## src/rtp_pkg.sv

```systemverilog
// Shared types, constants and register codes for the touch position reader.
package rtp_pkg;

    localparam int SAMPLES  = 10;
    localparam int DEBOUNCE = 50;
    localparam int ADC_BITS = 12;

    localparam int RAW_W  = 12;
    localparam int RES_W  = 16;
    localparam int CNT_W  = 4;
    localparam int SUM_W  = 16;
    localparam int TIME_W = 32;

    localparam int DIV_NUM_W  = RAW_W + RES_W;
    localparam int DIV_DEN_W  = RAW_W;
    localparam int DIV_STEP_W = $clog2(DIV_NUM_W + 1);

    localparam int S_TDATA_W = 72;
    localparam int M_TDATA_W = 40;
    localparam int CFG_IDX_W = 3;
    localparam int CFG_DAT_W = 16;

    localparam logic [RAW_W-1:0] RAW_MASK        = RAW_W'((1 << ADC_BITS) - 1);
    localparam logic [RES_W-1:0] NOT_PRESSED_POS = '1;

    // configuration register indexes
    localparam logic [CFG_IDX_W-1:0] REG_X_START  = 3'd0;
    localparam logic [CFG_IDX_W-1:0] REG_X_END    = 3'd1;
    localparam logic [CFG_IDX_W-1:0] REG_Y_START  = 3'd2;
    localparam logic [CFG_IDX_W-1:0] REG_Y_END    = 3'd3;
    localparam logic [CFG_IDX_W-1:0] REG_RES_X    = 3'd4;
    localparam logic [CFG_IDX_W-1:0] REG_RES_Y    = 3'd5;
    localparam logic [CFG_IDX_W-1:0] REG_PRESSURE = 3'd6;
    localparam logic [CFG_IDX_W-1:0] REG_INVERT_Y = 3'd7;

    typedef struct packed {
        logic [RAW_W-1:0] x_start;
        logic [RAW_W-1:0] x_end;
        logic [RAW_W-1:0] y_start;
        logic [RAW_W-1:0] y_end;
        logic [RES_W-1:0] res_x;
        logic [RES_W-1:0] res_y;
        logic [RAW_W-1:0] pressure_limit;
        logic             invert_y;
    } cfg_t;

    typedef struct packed {
        logic              func;
        logic              touch_detected;
        logic [RAW_W-1:0]  raw_x;
        logic [RAW_W-1:0]  raw_y;
        logic [RAW_W-1:0]  raw_z;
        logic [TIME_W-1:0] now_ms;
    } item_t;

    typedef struct packed {
        logic             pressed;
        logic [RES_W-1:0] pos_x;
        logic [RES_W-1:0] pos_y;
        logic [CNT_W-1:0] samples_used;
    } result_t;

    typedef enum logic [1:0] {
        SEL_AVG_X,
        SEL_AVG_Y,
        SEL_MAP_X,
        SEL_MAP_Y
    } div_sel_t;

    typedef struct packed {
        logic     accept;
        logic     div_start;
        logic     div_store;
        div_sel_t div_sel;
        logic     mul_load;
        logic     mul_y;
        logic     emit;
    } dp_cmd_t;

    typedef struct packed {
        logic gives_np;
        logic gives_fin;
        logic div_done;
    } dp_status_t;

endpackage

```

## src/rtp_div.sv

```systemverilog
// Restoring divider, one quotient bit per cycle, short mode for 16-bit dividends.
module rtp_div
    import rtp_pkg::*;
(
    input  logic                 aclk,
    input  logic                 aresetn,
    input  logic                 start,
    input  logic                 short_op,
    input  logic [DIV_NUM_W-1:0] num,
    input  logic [DIV_DEN_W-1:0] den,
    output logic                 done,
    output logic [DIV_NUM_W-1:0] quo
);

    localparam int SHORT_PAD = DIV_NUM_W - SUM_W;

    logic [DIV_STEP_W-1:0] step_reg;
    logic                  done_reg;
    logic [DIV_DEN_W-1:0]  rem_reg;
    logic [DIV_DEN_W-1:0]  den_reg;
    logic [DIV_NUM_W-1:0]  quo_reg;

    logic [DIV_DEN_W:0]    rem_sh;
    logic                  fits;
    logic [DIV_DEN_W-1:0]  rem_next;

    always_comb begin
        rem_sh   = {rem_reg, quo_reg[DIV_NUM_W-1]};
        fits     = rem_sh >= {1'b0, den_reg};
        rem_next = fits ? DIV_DEN_W'(rem_sh - {1'b0, den_reg}) : rem_sh[DIV_DEN_W-1:0];
    end

    always_ff @(posedge aclk) begin
        if (!aresetn) begin
            step_reg <= '0;
            done_reg <= 1'b0;
        end else if (start) begin
            step_reg <= short_op ? DIV_STEP_W'(SUM_W) : DIV_STEP_W'(DIV_NUM_W);
            done_reg <= 1'b0;
        end else if (step_reg != '0) begin
            step_reg <= step_reg - 1'b1;
            done_reg <= step_reg == DIV_STEP_W'(1);
        end else begin
            done_reg <= 1'b0;
        end
    end

    always_ff @(posedge aclk) begin
        if (start) begin
            rem_reg <= '0;
            den_reg <= den;
            // short mode: dividend left-aligned so the quotient lands in the low bits
            quo_reg <= short_op ? {num[SUM_W-1:0], SHORT_PAD'(0)} : num;
        end else if (step_reg != '0) begin
            rem_reg <= rem_next;
            quo_reg <= {quo_reg[DIV_NUM_W-2:0], fits};
        end
    end

    assign done = done_reg;
    assign quo  = quo_reg;

endmodule

```

## src/rtp_dp.sv

```systemverilog
// Datapath: press debounce, sample sums, averaging and window-to-pixel mapping.
module rtp_dp
    import rtp_pkg::*;
(
    input  logic       aclk,
    input  logic       aresetn,
    input  cfg_t       cfg,
    input  item_t      item,
    input  dp_cmd_t    cmd,
    output dp_status_t status,
    output result_t    result
);

    logic              latched_reg;
    logic              active_reg;
    logic [TIME_W-1:0] start_reg;
    logic              sampling_reg;
    logic [CNT_W-1:0]  count_reg;
    logic [SUM_W-1:0]  sum_x_reg;
    logic [SUM_W-1:0]  sum_y_reg;

    logic [SUM_W-1:0]     fin_x_reg;
    logic [SUM_W-1:0]     fin_y_reg;
    logic [CNT_W-1:0]     fin_cnt_reg;
    logic [RAW_W-1:0]     avg_x_reg;
    logic [RAW_W-1:0]     avg_y_reg;
    logic [DIV_NUM_W-1:0] prod_reg;
    result_t              res_reg;

    // press check
    logic              hard;
    logic [TIME_W-1:0] start_eff;
    logic [TIME_W-1:0] elapsed;
    logic              latched_next;
    logic              active_next;
    logic [TIME_W-1:0] start_next;
    logic              pressed_now;

    // sampling
    logic [SUM_W-1:0] add_x;
    logic [SUM_W-1:0] add_y;
    logic [CNT_W-1:0] cnt_inc;
    logic             run_full;

    // mapping
    logic                 x_empty;
    logic                 y_empty;
    logic [RAW_W-1:0]     m_raw;
    logic [RAW_W-1:0]     m_lo;
    logic [RAW_W-1:0]     m_hi;
    logic [RES_W-1:0]     m_res;
    logic [RAW_W-1:0]     m_clamp;
    logic [RAW_W-1:0]     m_diff;
    logic [RES_W-1:0]     py;

    logic                 div_short;
    logic [DIV_NUM_W-1:0] div_num;
    logic [DIV_DEN_W-1:0] div_den;
    logic                 div_done;
    logic [DIV_NUM_W-1:0] div_quo;

    always_comb begin
        hard         = item.raw_z <= cfg.pressure_limit;
        start_eff    = active_reg ? start_reg : item.now_ms;
        elapsed      = item.now_ms - start_eff;
        latched_next = latched_reg;
        active_next  = active_reg;
        start_next   = start_reg;
        if (item.touch_detected) begin
            priority if (!latched_reg && hard) begin
                start_next  = start_eff;
                active_next = 1'b1;
                if (elapsed >= TIME_W'(DEBOUNCE)) begin
                    latched_next = 1'b1;
                    active_next  = 1'b0;
                end
            end else if (latched_reg && !hard) begin
                latched_next = 1'b0;
            end else begin
                active_next = 1'b0;
            end
        end
        pressed_now = item.touch_detected && latched_next;
    end

    always_comb begin
        add_x    = sum_x_reg + SUM_W'(item.raw_x & RAW_MASK);
        add_y    = sum_y_reg + SUM_W'(item.raw_y & RAW_MASK);
        cnt_inc  = count_reg + 1'b1;
        run_full = cnt_inc >= CNT_W'(SAMPLES);
    end

    assign status.gives_np  = !item.func && !pressed_now;
    assign status.gives_fin = item.func && sampling_reg && (!item.touch_detected || run_full);
    assign status.div_done  = div_done;

    // run state
    always_ff @(posedge aclk) begin
        if (!aresetn) begin
            latched_reg  <= 1'b0;
            active_reg   <= 1'b0;
            start_reg    <= '0;
            sampling_reg <= 1'b0;
            count_reg    <= '0;
            sum_x_reg    <= '0;
            sum_y_reg    <= '0;
        end else if (cmd.accept) begin
            if (!item.func) begin
                latched_reg  <= latched_next;
                active_reg   <= active_next;
                start_reg    <= start_next;
                sampling_reg <= pressed_now;
                count_reg    <= '0;
                sum_x_reg    <= '0;
                sum_y_reg    <= '0;
            end else if (sampling_reg) begin
                if (!item.touch_detected || run_full) begin
                    sampling_reg <= 1'b0;
                    count_reg    <= '0;
                    sum_x_reg    <= '0;
                    sum_y_reg    <= '0;
                end else begin
                    count_reg <= cnt_inc;
                    sum_x_reg <= add_x;
                    sum_y_reg <= add_y;
                end
            end
        end
    end

    // closing sums, taken when a run ends
    always_ff @(posedge aclk) begin
        if (cmd.accept && status.gives_fin) begin
            if (!item.touch_detected) begin
                fin_x_reg   <= sum_x_reg;
                fin_y_reg   <= sum_y_reg;
                fin_cnt_reg <= count_reg;
            end else begin
                fin_x_reg   <= add_x;
                fin_y_reg   <= add_y;
                fin_cnt_reg <= cnt_inc;
            end
        end
    end

    always_comb begin
        x_empty = cfg.x_end <= cfg.x_start;
        y_empty = cfg.y_end <= cfg.y_start;
        if (cmd.mul_y) begin
            m_raw = avg_y_reg;
            m_lo  = cfg.y_start;
            m_hi  = cfg.y_end;
            m_res = cfg.res_y;
        end else begin
            m_raw = avg_x_reg;
            m_lo  = cfg.x_start;
            m_hi  = cfg.x_end;
            m_res = cfg.res_x;
        end
        priority if (m_raw < m_lo) begin
            m_clamp = m_lo;
        end else if (m_raw > m_hi) begin
            m_clamp = m_hi;
        end else begin
            m_clamp = m_raw;
        end
        m_diff = m_clamp - m_lo;
    end

    always_ff @(posedge aclk) begin
        if (cmd.mul_load) begin
            prod_reg <= DIV_NUM_W'(m_diff) * DIV_NUM_W'(m_res);
        end
    end

    always_comb begin
        unique case (cmd.div_sel)
            SEL_AVG_X: begin
                div_short = 1'b1;
                div_num   = DIV_NUM_W'(fin_x_reg);
                div_den   = DIV_DEN_W'(fin_cnt_reg);
            end
            SEL_AVG_Y: begin
                div_short = 1'b1;
                div_num   = DIV_NUM_W'(fin_y_reg);
                div_den   = DIV_DEN_W'(fin_cnt_reg);
            end
            SEL_MAP_X: begin
                div_short = 1'b0;
                div_num   = prod_reg;
                div_den   = cfg.x_end - cfg.x_start;
            end
            SEL_MAP_Y: begin
                div_short = 1'b0;
                div_num   = prod_reg;
                div_den   = cfg.y_end - cfg.y_start;
            end
            default: begin
                div_short = 1'b0;
                div_num   = prod_reg;
                div_den   = cfg.x_end - cfg.x_start;
            end
        endcase
        py = y_empty ? '0 : div_quo[RES_W-1:0];
    end

    rtp_div u_div (
        .aclk     (aclk),
        .aresetn  (aresetn),
        .start    (cmd.div_start),
        .short_op (div_short),
        .num      (div_num),
        .den      (div_den),
        .done     (div_done),
        .quo      (div_quo)
    );

    // result assembly
    always_ff @(posedge aclk) begin
        if (cmd.accept && status.gives_np) begin
            res_reg.pressed      <= 1'b0;
            res_reg.pos_x        <= NOT_PRESSED_POS;
            res_reg.pos_y        <= NOT_PRESSED_POS;
            res_reg.samples_used <= '0;
        end else if (cmd.accept && status.gives_fin) begin
            res_reg.pressed      <= 1'b1;
            res_reg.samples_used <= item.touch_detected ? cnt_inc : count_reg;
        end else if (cmd.div_store) begin
            unique case (cmd.div_sel)
                SEL_AVG_X: avg_x_reg <= (fin_cnt_reg == '0) ? '0 : div_quo[RAW_W-1:0];
                SEL_AVG_Y: avg_y_reg <= (fin_cnt_reg == '0) ? '0 : div_quo[RAW_W-1:0];
                SEL_MAP_X: res_reg.pos_x <= x_empty ? '0 : div_quo[RES_W-1:0];
                SEL_MAP_Y: res_reg.pos_y <= cfg.invert_y ? cfg.res_y - py : py;
                default:   res_reg.pos_x <= res_reg.pos_x;
            endcase
        end
    end

    assign result = res_reg;

`ifndef ASSERT_OFF
    a_count_below_full: assert property (@(posedge aclk) disable iff (!aresetn)
        count_reg < CNT_W'(SAMPLES))
        else $error("sample count reached the run length without closing");

    a_idle_sums_clear: assert property (@(posedge aclk) disable iff (!aresetn)
        !sampling_reg |-> (count_reg == '0 && sum_x_reg == '0 && sum_y_reg == '0))
        else $error("sums left over outside a sampling run");

    a_latch_no_debounce: assert property (@(posedge aclk) disable iff (!aresetn)
        latched_reg |-> !active_reg)
        else $error("debounce timer running while press is latched");
`endif

endmodule

```

## src/rtp_ctrl.sv

```systemverilog
// Controller: sequences item intake, the two averages, the two mappings and the result beat.
module rtp_ctrl
    import rtp_pkg::*;
(
    input  logic       aclk,
    input  logic       aresetn,
    input  logic       in_valid,
    input  logic       out_free,
    input  dp_status_t status,
    output dp_cmd_t    cmd,
    output logic       in_ready
);

    localparam logic [3:0] ST_IDLE    = 4'd0;
    localparam logic [3:0] ST_AX_GO   = 4'd1;
    localparam logic [3:0] ST_AX_WAIT = 4'd2;
    localparam logic [3:0] ST_AY_GO   = 4'd3;
    localparam logic [3:0] ST_AY_WAIT = 4'd4;
    localparam logic [3:0] ST_MX_MUL  = 4'd5;
    localparam logic [3:0] ST_MX_GO   = 4'd6;
    localparam logic [3:0] ST_MX_WAIT = 4'd7;
    localparam logic [3:0] ST_MY_MUL  = 4'd8;
    localparam logic [3:0] ST_MY_GO   = 4'd9;
    localparam logic [3:0] ST_MY_WAIT = 4'd10;
    localparam logic [3:0] ST_EMIT    = 4'd11;

    logic [3:0] state_reg;
    logic [3:0] state_next;

    always_comb begin
        cmd        = '0;
        cmd.div_sel = SEL_AVG_X;
        state_next = state_reg;
        unique case (state_reg)
            ST_IDLE: begin
                if (in_valid) begin
                    cmd.accept = 1'b1;
                    priority if (status.gives_np) begin
                        state_next = ST_EMIT;
                    end else if (status.gives_fin) begin
                        state_next = ST_AX_GO;
                    end else begin
                        state_next = ST_IDLE;
                    end
                end
            end
            ST_AX_GO: begin
                cmd.div_start = 1'b1;
                state_next    = ST_AX_WAIT;
            end
            ST_AX_WAIT: begin
                if (status.div_done) begin
                    cmd.div_store = 1'b1;
                    state_next    = ST_AY_GO;
                end
            end
            ST_AY_GO: begin
                cmd.div_sel   = SEL_AVG_Y;
                cmd.div_start = 1'b1;
                state_next    = ST_AY_WAIT;
            end
            ST_AY_WAIT: begin
                cmd.div_sel = SEL_AVG_Y;
                if (status.div_done) begin
                    cmd.div_store = 1'b1;
                    state_next    = ST_MX_MUL;
                end
            end
            ST_MX_MUL: begin
                cmd.mul_load = 1'b1;
                state_next   = ST_MX_GO;
            end
            ST_MX_GO: begin
                cmd.div_sel   = SEL_MAP_X;
                cmd.div_start = 1'b1;
                state_next    = ST_MX_WAIT;
            end
            ST_MX_WAIT: begin
                cmd.div_sel = SEL_MAP_X;
                if (status.div_done) begin
                    cmd.div_store = 1'b1;
                    state_next    = ST_MY_MUL;
                end
            end
            ST_MY_MUL: begin
                cmd.mul_load = 1'b1;
                cmd.mul_y    = 1'b1;
                state_next   = ST_MY_GO;
            end
            ST_MY_GO: begin
                cmd.div_sel   = SEL_MAP_Y;
                cmd.div_start = 1'b1;
                state_next    = ST_MY_WAIT;
            end
            ST_MY_WAIT: begin
                cmd.div_sel = SEL_MAP_Y;
                if (status.div_done) begin
                    cmd.div_store = 1'b1;
                    state_next    = ST_EMIT;
                end
            end
            ST_EMIT: begin
                if (out_free) begin
                    cmd.emit   = 1'b1;
                    state_next = ST_IDLE;
                end
            end
            default: begin
                state_next = ST_IDLE;
            end
        endcase
    end

    always_ff @(posedge aclk) begin
        if (!aresetn) begin
            state_reg <= ST_IDLE;
        end else begin
            state_reg <= state_next;
        end
    end

    assign in_ready = state_reg == ST_IDLE;

endmodule

```

## src/resistive_touch_position_reader_core.sv

```systemverilog
// Top level: stream ports, configuration registers, result register.
//
//  channel   dir  handshake          payload
//  s_*       in   s_tvalid/s_tready  tuser: func; tdata: touch, raw_x, raw_y, raw_z, now_ms
//  m_*       out  m_tvalid/m_tready  tuser: pressed; tdata: pos_x, pos_y, samples_used
//  cfg_*     in   cfg_valid/cfg_ready index 0..7, data 16 bit (low bits used)
//
//  An item that gives no result keeps the controller idle; a not-pressed answer goes
//  straight to the result beat. A run's closing item uses the shared bit-serial divider:
//  two 16-step averages and two 28-step mappings run one after another.
//  Reset is synchronous, active low, and restores the register defaults.
//  A held result beat stalls the block only when the next result is ready to go out.
module resistive_touch_position_reader_core
    import rtp_pkg::*;
(
    input  logic                 aclk,
    input  logic                 aresetn,

    input  logic                 s_tvalid,
    output logic                 s_tready,
    input  logic [S_TDATA_W-1:0] s_tdata,   // touch_detected, raw_x, raw_y, raw_z, now_ms
    input  logic                 s_tuser,   // func

    output logic                 m_tvalid,
    input  logic                 m_tready,
    output logic [M_TDATA_W-1:0] m_tdata,   // pos_x, pos_y, samples_used
    output logic                 m_tuser,   // pressed

    input  logic                 cfg_valid,
    output logic                 cfg_ready,
    input  logic [CFG_IDX_W-1:0] cfg_index,
    input  logic [CFG_DAT_W-1:0] cfg_data
);

    cfg_t       cfg_reg;
    item_t      item;
    dp_cmd_t    cmd;
    dp_status_t status;
    result_t    result;
    logic       out_free;

    logic                 m_tvalid_reg;
    logic [M_TDATA_W-1:0] m_tdata_reg;
    logic                 m_tuser_reg;

    assign cfg_ready = 1'b1;

    always_ff @(posedge aclk) begin
        if (!aresetn) begin
            cfg_reg.x_start        <= RAW_W'(0);
            cfg_reg.x_end          <= RAW_W'(4095);
            cfg_reg.y_start        <= RAW_W'(0);
            cfg_reg.y_end          <= RAW_W'(4095);
            cfg_reg.res_x          <= RES_W'(480);
            cfg_reg.res_y          <= RES_W'(320);
            cfg_reg.pressure_limit <= RAW_W'(2048);
            cfg_reg.invert_y       <= 1'b0;
        end else if (cfg_valid) begin
            unique case (cfg_index)
                REG_X_START:  cfg_reg.x_start        <= cfg_data[RAW_W-1:0];
                REG_X_END:    cfg_reg.x_end          <= cfg_data[RAW_W-1:0];
                REG_Y_START:  cfg_reg.y_start        <= cfg_data[RAW_W-1:0];
                REG_Y_END:    cfg_reg.y_end          <= cfg_data[RAW_W-1:0];
                REG_RES_X:    cfg_reg.res_x          <= cfg_data[RES_W-1:0];
                REG_RES_Y:    cfg_reg.res_y          <= cfg_data[RES_W-1:0];
                REG_PRESSURE: cfg_reg.pressure_limit <= cfg_data[RAW_W-1:0];
                REG_INVERT_Y: cfg_reg.invert_y       <= cfg_data[0];
                default:      cfg_reg.invert_y       <= cfg_reg.invert_y;
            endcase
        end
    end

    always_comb begin
        item.func           = s_tuser;
        item.touch_detected = s_tdata[0];
        item.raw_x          = s_tdata[12:1];
        item.raw_y          = s_tdata[24:13];
        item.raw_z          = s_tdata[36:25];
        item.now_ms         = s_tdata[68:37];
    end

    assign out_free = !m_tvalid_reg || m_tready;

    rtp_ctrl u_ctrl (
        .aclk     (aclk),
        .aresetn  (aresetn),
        .in_valid (s_tvalid),
        .out_free (out_free),
        .status   (status),
        .cmd      (cmd),
        .in_ready (s_tready)
    );

    rtp_dp u_dp (
        .aclk    (aclk),
        .aresetn (aresetn),
        .cfg     (cfg_reg),
        .item    (item),
        .cmd     (cmd),
        .status  (status),
        .result  (result)
    );

    // result beat register
    always_ff @(posedge aclk) begin
        if (!aresetn) begin
            m_tvalid_reg <= 1'b0;
        end else if (cmd.emit) begin
            m_tvalid_reg <= 1'b1;
        end else if (m_tready) begin
            m_tvalid_reg <= 1'b0;
        end
    end

    always_ff @(posedge aclk) begin
        if (cmd.emit) begin
            m_tdata_reg <= M_TDATA_W'({result.samples_used, result.pos_y, result.pos_x});
            m_tuser_reg <= result.pressed;
        end
    end

    assign m_tvalid = m_tvalid_reg;
    assign m_tdata  = m_tdata_reg;
    assign m_tuser  = m_tuser_reg;

`ifndef ASSERT_OFF
    a_np_payload: assert property (@(posedge aclk) disable iff (!aresetn)
        (m_tvalid && !m_tuser) |-> (m_tdata[31:0] == '1 && m_tdata[35:32] == '0))
        else $error("not-pressed beat without the no-touch position");
`endif

endmodule

```

## config.mk

```make
export PLATFORM = sky130hd
export DESIGN_NAME = resistive_touch_position_reader_core
export DESIGN_NICKNAME = d
export VERILOG_FILES = /design/src/rtp_pkg.sv /design/src/rtp_div.sv /design/src/rtp_dp.sv /design/src/rtp_ctrl.sv /design/src/resistive_touch_position_reader_core.sv
export SDC_FILE = /design/constraint.sdc
export NUM_CORES = 2
export LEC_CHECK = 0
export ABC_CLOCK_PERIOD_IN_PS = 17280
export BUFFER_PORTS_ARGS = -buffer_cell sky130_fd_sc_hd__clkbuf_2
export CORE_AREA = 2 2 244 246
export CTS_CLUSTER_SIZE = 28
export DETAILED_ROUTE_END_ITERATION = 7
export DIE_AREA = 0 0 246 248
export PLACE_DENSITY = 0.65
export SLEW_MARGIN = 30
export SYNTH_ARGS = -nofsm -noshare
export SYNTH_HDL_FRONTEND = slang
export SYNTH_SLANG_ARGS = --single-unit
```

## constraint.sdc

```tcl
create_clock -name aclk -period 17.28 [get_ports aclk]
set_input_delay 0 -clock aclk [delete_from_list [all_inputs] [get_ports aclk]]
set_output_delay 0 -clock aclk [all_outputs]
set_load 0.05 [all_outputs]
```

==> results_dict.tcl <==
set metrics [dict create \
    top_layer "met5" \
    synth_mux_area_frac 0.0512 \
    ir_drop_mv 0.432 \
    synth_area_um2 28900 \
    gp_congestion 0.943 \
    dieArea_um2 61000 \
    finalCritPeriodShare 0.758 \
    crit_path_start_kind "register" \
    setup_viol 0 \
    clock-root-buffer "clkbuf_16" \
    viasPerCell 5.72 \
    cts_buffers 44 \
    yosys_warnings 0 \
    initial_core_util 0.495 \
    hold_path_class "primary input to register" \
    ys_seq_area_frac 0.326 \
    met3_length_um 4260 \
    synth-simple-area-share 0.173 \
    finalNonFillerCells 4126 \
    cts_setup_buffers 0 \
    ctsResizeCount 0 \
    synth_top_family_by_area "adder cells" \
    synth_xor_xnor_area_share 0.0342 \
    synth.avg_cell_area_um2 9.05 \
    hpwl_um 59500 \
    critPathArrivalTime_ps 13410 \
    critPathLaunch "u_ctrl.state_reg[3]" \
    first_pass_iters 8 \
    crit_path_end "u_dp.prod_reg[26]" \
    grt_pass1_wl_um 127000 \
    cts_max_level 2 \
    track_usage 0.262 \
    power.density_nw_per_um2 214 \
    path_class "register to register" \
    wl_met2_um 37500 \
    fin_tns_setup_ps 0 \
    cp_slowest_cell "dfxtp_1" \
    synth_ff_type "dfxtp_1" \
    final_common_cell "nand2_1" \
    vias 23600 \
    wl_per_cell_um 19.1 \
    rows 89 \
    synth_adder_area_share 0.199 \
    cts_tree "yes" \
    wl_met1_um 34100 \
    core_um2 58500 \
    worst_slew_pin_slew_ps 965 \
    diodes 0 \
    grt_overflow 0 \
    areaGrowthSynthToFinish_pct 11.9 \
    hold_violations 0 \
    crit_path_max_incr_delay_ps 800 \
    clock_sink_count 389 \
    leakagePower_nw 13.9 \
    grt_antenna_before_repair 1 \
    ys_ff_latch 389 \
    cp-end-kind "register" \
    io_buffers 132 \
    largest_reg_flops 93 \
    yosysUniqueCellTypes 82 \
    slew_headroom 0.356 \
    fmaxAchievable_ghz 0.0763 \
    rsz0062_at_grt "false" \
    fin_worst_skew_ps 27.8 \
    cts.clk_slew.worst_paths_ps 60 \
    first_iter_violations 1640 \
    routed_wirelength_um 78800 \
    remaining_drc_errors 0 \
    placed_cells 3985 \
    r2r_slack_ps 4180 \
    r2r-end "u_dp.prod_reg[26]" \
    die_x_um 246 \
    path_max_fanout 50 \
    cts_max_path_buffers 3 \
    most-common-layout-cells "511 x nand2_1, 267 x inv_1, 223 x ha_1, 222 x dfxtp_1, 196 x nor2_1" \
    synth_cells 3196 \
    ios 141 \
    maxSlewViolCount 0 \
    synth_edf_count 165 \
    synth-compound-area-share 0.160 \
    chipHeight_um 248 \
    reg2reg_from "u_ctrl.state_reg[3]" \
    grt_pass1_vias 23300 \
    reg2reg_depth 44 \
    ant_nets 0 \
    grt_max_degree 100 \
    synthArstFlopShare 0 \
    final_nets 3787 \
    status "finished, final reports clean" \
    cp.required_ps 17590 \
    clock_latency_ps 580 \
    drive_above_1_share 0.0981 \
    cap_violations 0 \
    min_period_ps 13100 \
]
-- how the worst min path moves through the flow --
stage                    endpoint  depth (start not counted)    startpoint
3_5_place_dp          cfg_reg[42]                          3  cfg_data[13]
3_3_place_gp          cfg_reg[26]                          3  cfg_data[13]
5_1_grt        u_dp.sum_x_reg[12]                          4   s_tdata[12]
6_report       u_dp.sum_x_reg[12]                          4   s_tdata[12]
2_1_floorplan         cfg_reg[19]                          2   cfg_data[6]
4_1_cts        u_dp.sum_x_reg[12]                          4   s_tdata[12]
-- power breakdown --
part           switching [mW]  internal [mW]  total, mW
registers               0.124           1.29       1.41
clock network           0.397          0.569      0.966
logic                    2.70           1.86       4.55
total                    3.22           3.71       6.93
-- stage by stage --
| stage | util | setup slack, ps | power (mW) | hold WS, ps | instance area [um^2] |
|---|---|---|---|---|---|
| after global placement | 0.517 | 4600 | 5.88 | 302 | 30200 |
| after CTS | 0.553 | 4350 | 6.98 | 6.50 | 32300 |
| after floorplan | - | 5930 | 4.85 | 124 | 28900 |
| after global routing | 0.553 | 3170 | 7.70 | 93.3 | 32400 |
| after detailed placement | 0.517 | 4400 | 5.92 | 308 | 30300 |
| final | 0.553 | 4180 | 6.93 | 39.1 | 32400 |
-- synthesized netlist by cell type (17+ instances only) --
master | number | area share
fa_1 | 148 | 0.10
nand2b_1 | 44 | 0.0095
nand3_1 | 93 | 0.016
edfxtp_1 | 165 | 0.17
a21o_1 | 48 | 0.012
o21bai_1 | 19 | 0.0049
a22oi_1 | 28 | 0.0073
a221o_1 | 17 | 0.0059
xor2_1 | 33 | 0.010
xnor2_1 | 80 | 0.024
inv_1 | 267 | 0.035
ha_1 | 223 | 0.097
nor2b_1 | 69 | 0.015
nor2_1 | 201 | 0.026
nor3_1 | 47 | 0.0081
dfxtp_1 | 224 | 0.16
o22ai_1 | 19 | 0.0041
clkbuf_1 | 120 | 0.016
a21boi_0 | 72 | 0.019
o21a_1 | 30 | 0.0078
a21oi_1 | 143 | 0.025
and2_1 | 25 | 0.0054
mux2i_1 | 85 | 0.029
o211ai_1 | 39 | 0.010
a211oi_1 | 17 | 0.0044
mux2_2 | 56 | 0.022
nand2_1 | 511 | 0.066
o211a_1 | 38 | 0.013
o21ai_0 | 112 | 0.019
nand4_1 | 23 | 0.0050
-- final cells by class --
cell class	instances	area, um^2
clock buffer	56	1240
multi-input combinational	2398	18000
inverter	267	1000
clock inverter	24	244
sequential	389	9440
timing repair buffer	219	1470
tap	773	967
fill	5238	26100
-- what timing repair did --
action                                  in CTS  in global routing
hold buffers                                60                  1
endpoints found under the setup margin       0                  0
endpoints found under the hold margin      135                  5
-- worst max-delay path, delay by kind of cell (launching register included) --
| kind | cells | cell delay [ps] |
|---|---|---|
| buffers and inverters | 4 | 1140 |
| xor gates and xnor gates | 2 | 830 |
| and+or+nand+nor | 10 | 1500 |
| AOI/OAI and AO/OA | 19 | 4150 |
| muxes | 1 | 450 |
| adders and majority gates | 8 | 3900 |
| DFF | 1 | 800 |
-- logic make-up after synthesis --
kind of cell | Yosys count
buf+inv | 412
flops | 389
xor+xnor | 113
other cells | 2
simple gates | 1097
compound gates | 671
mux | 141
fa+ha+maj | 371
-- metal layers --
layer	track usage	vias up
li1	-	11400
met1	0.340	11400
met2	0.447	649
met3	0.0341	142
met4	0.0982	2
met5	0	-
No activity file was read; power rests on OpenSTA's default activity.
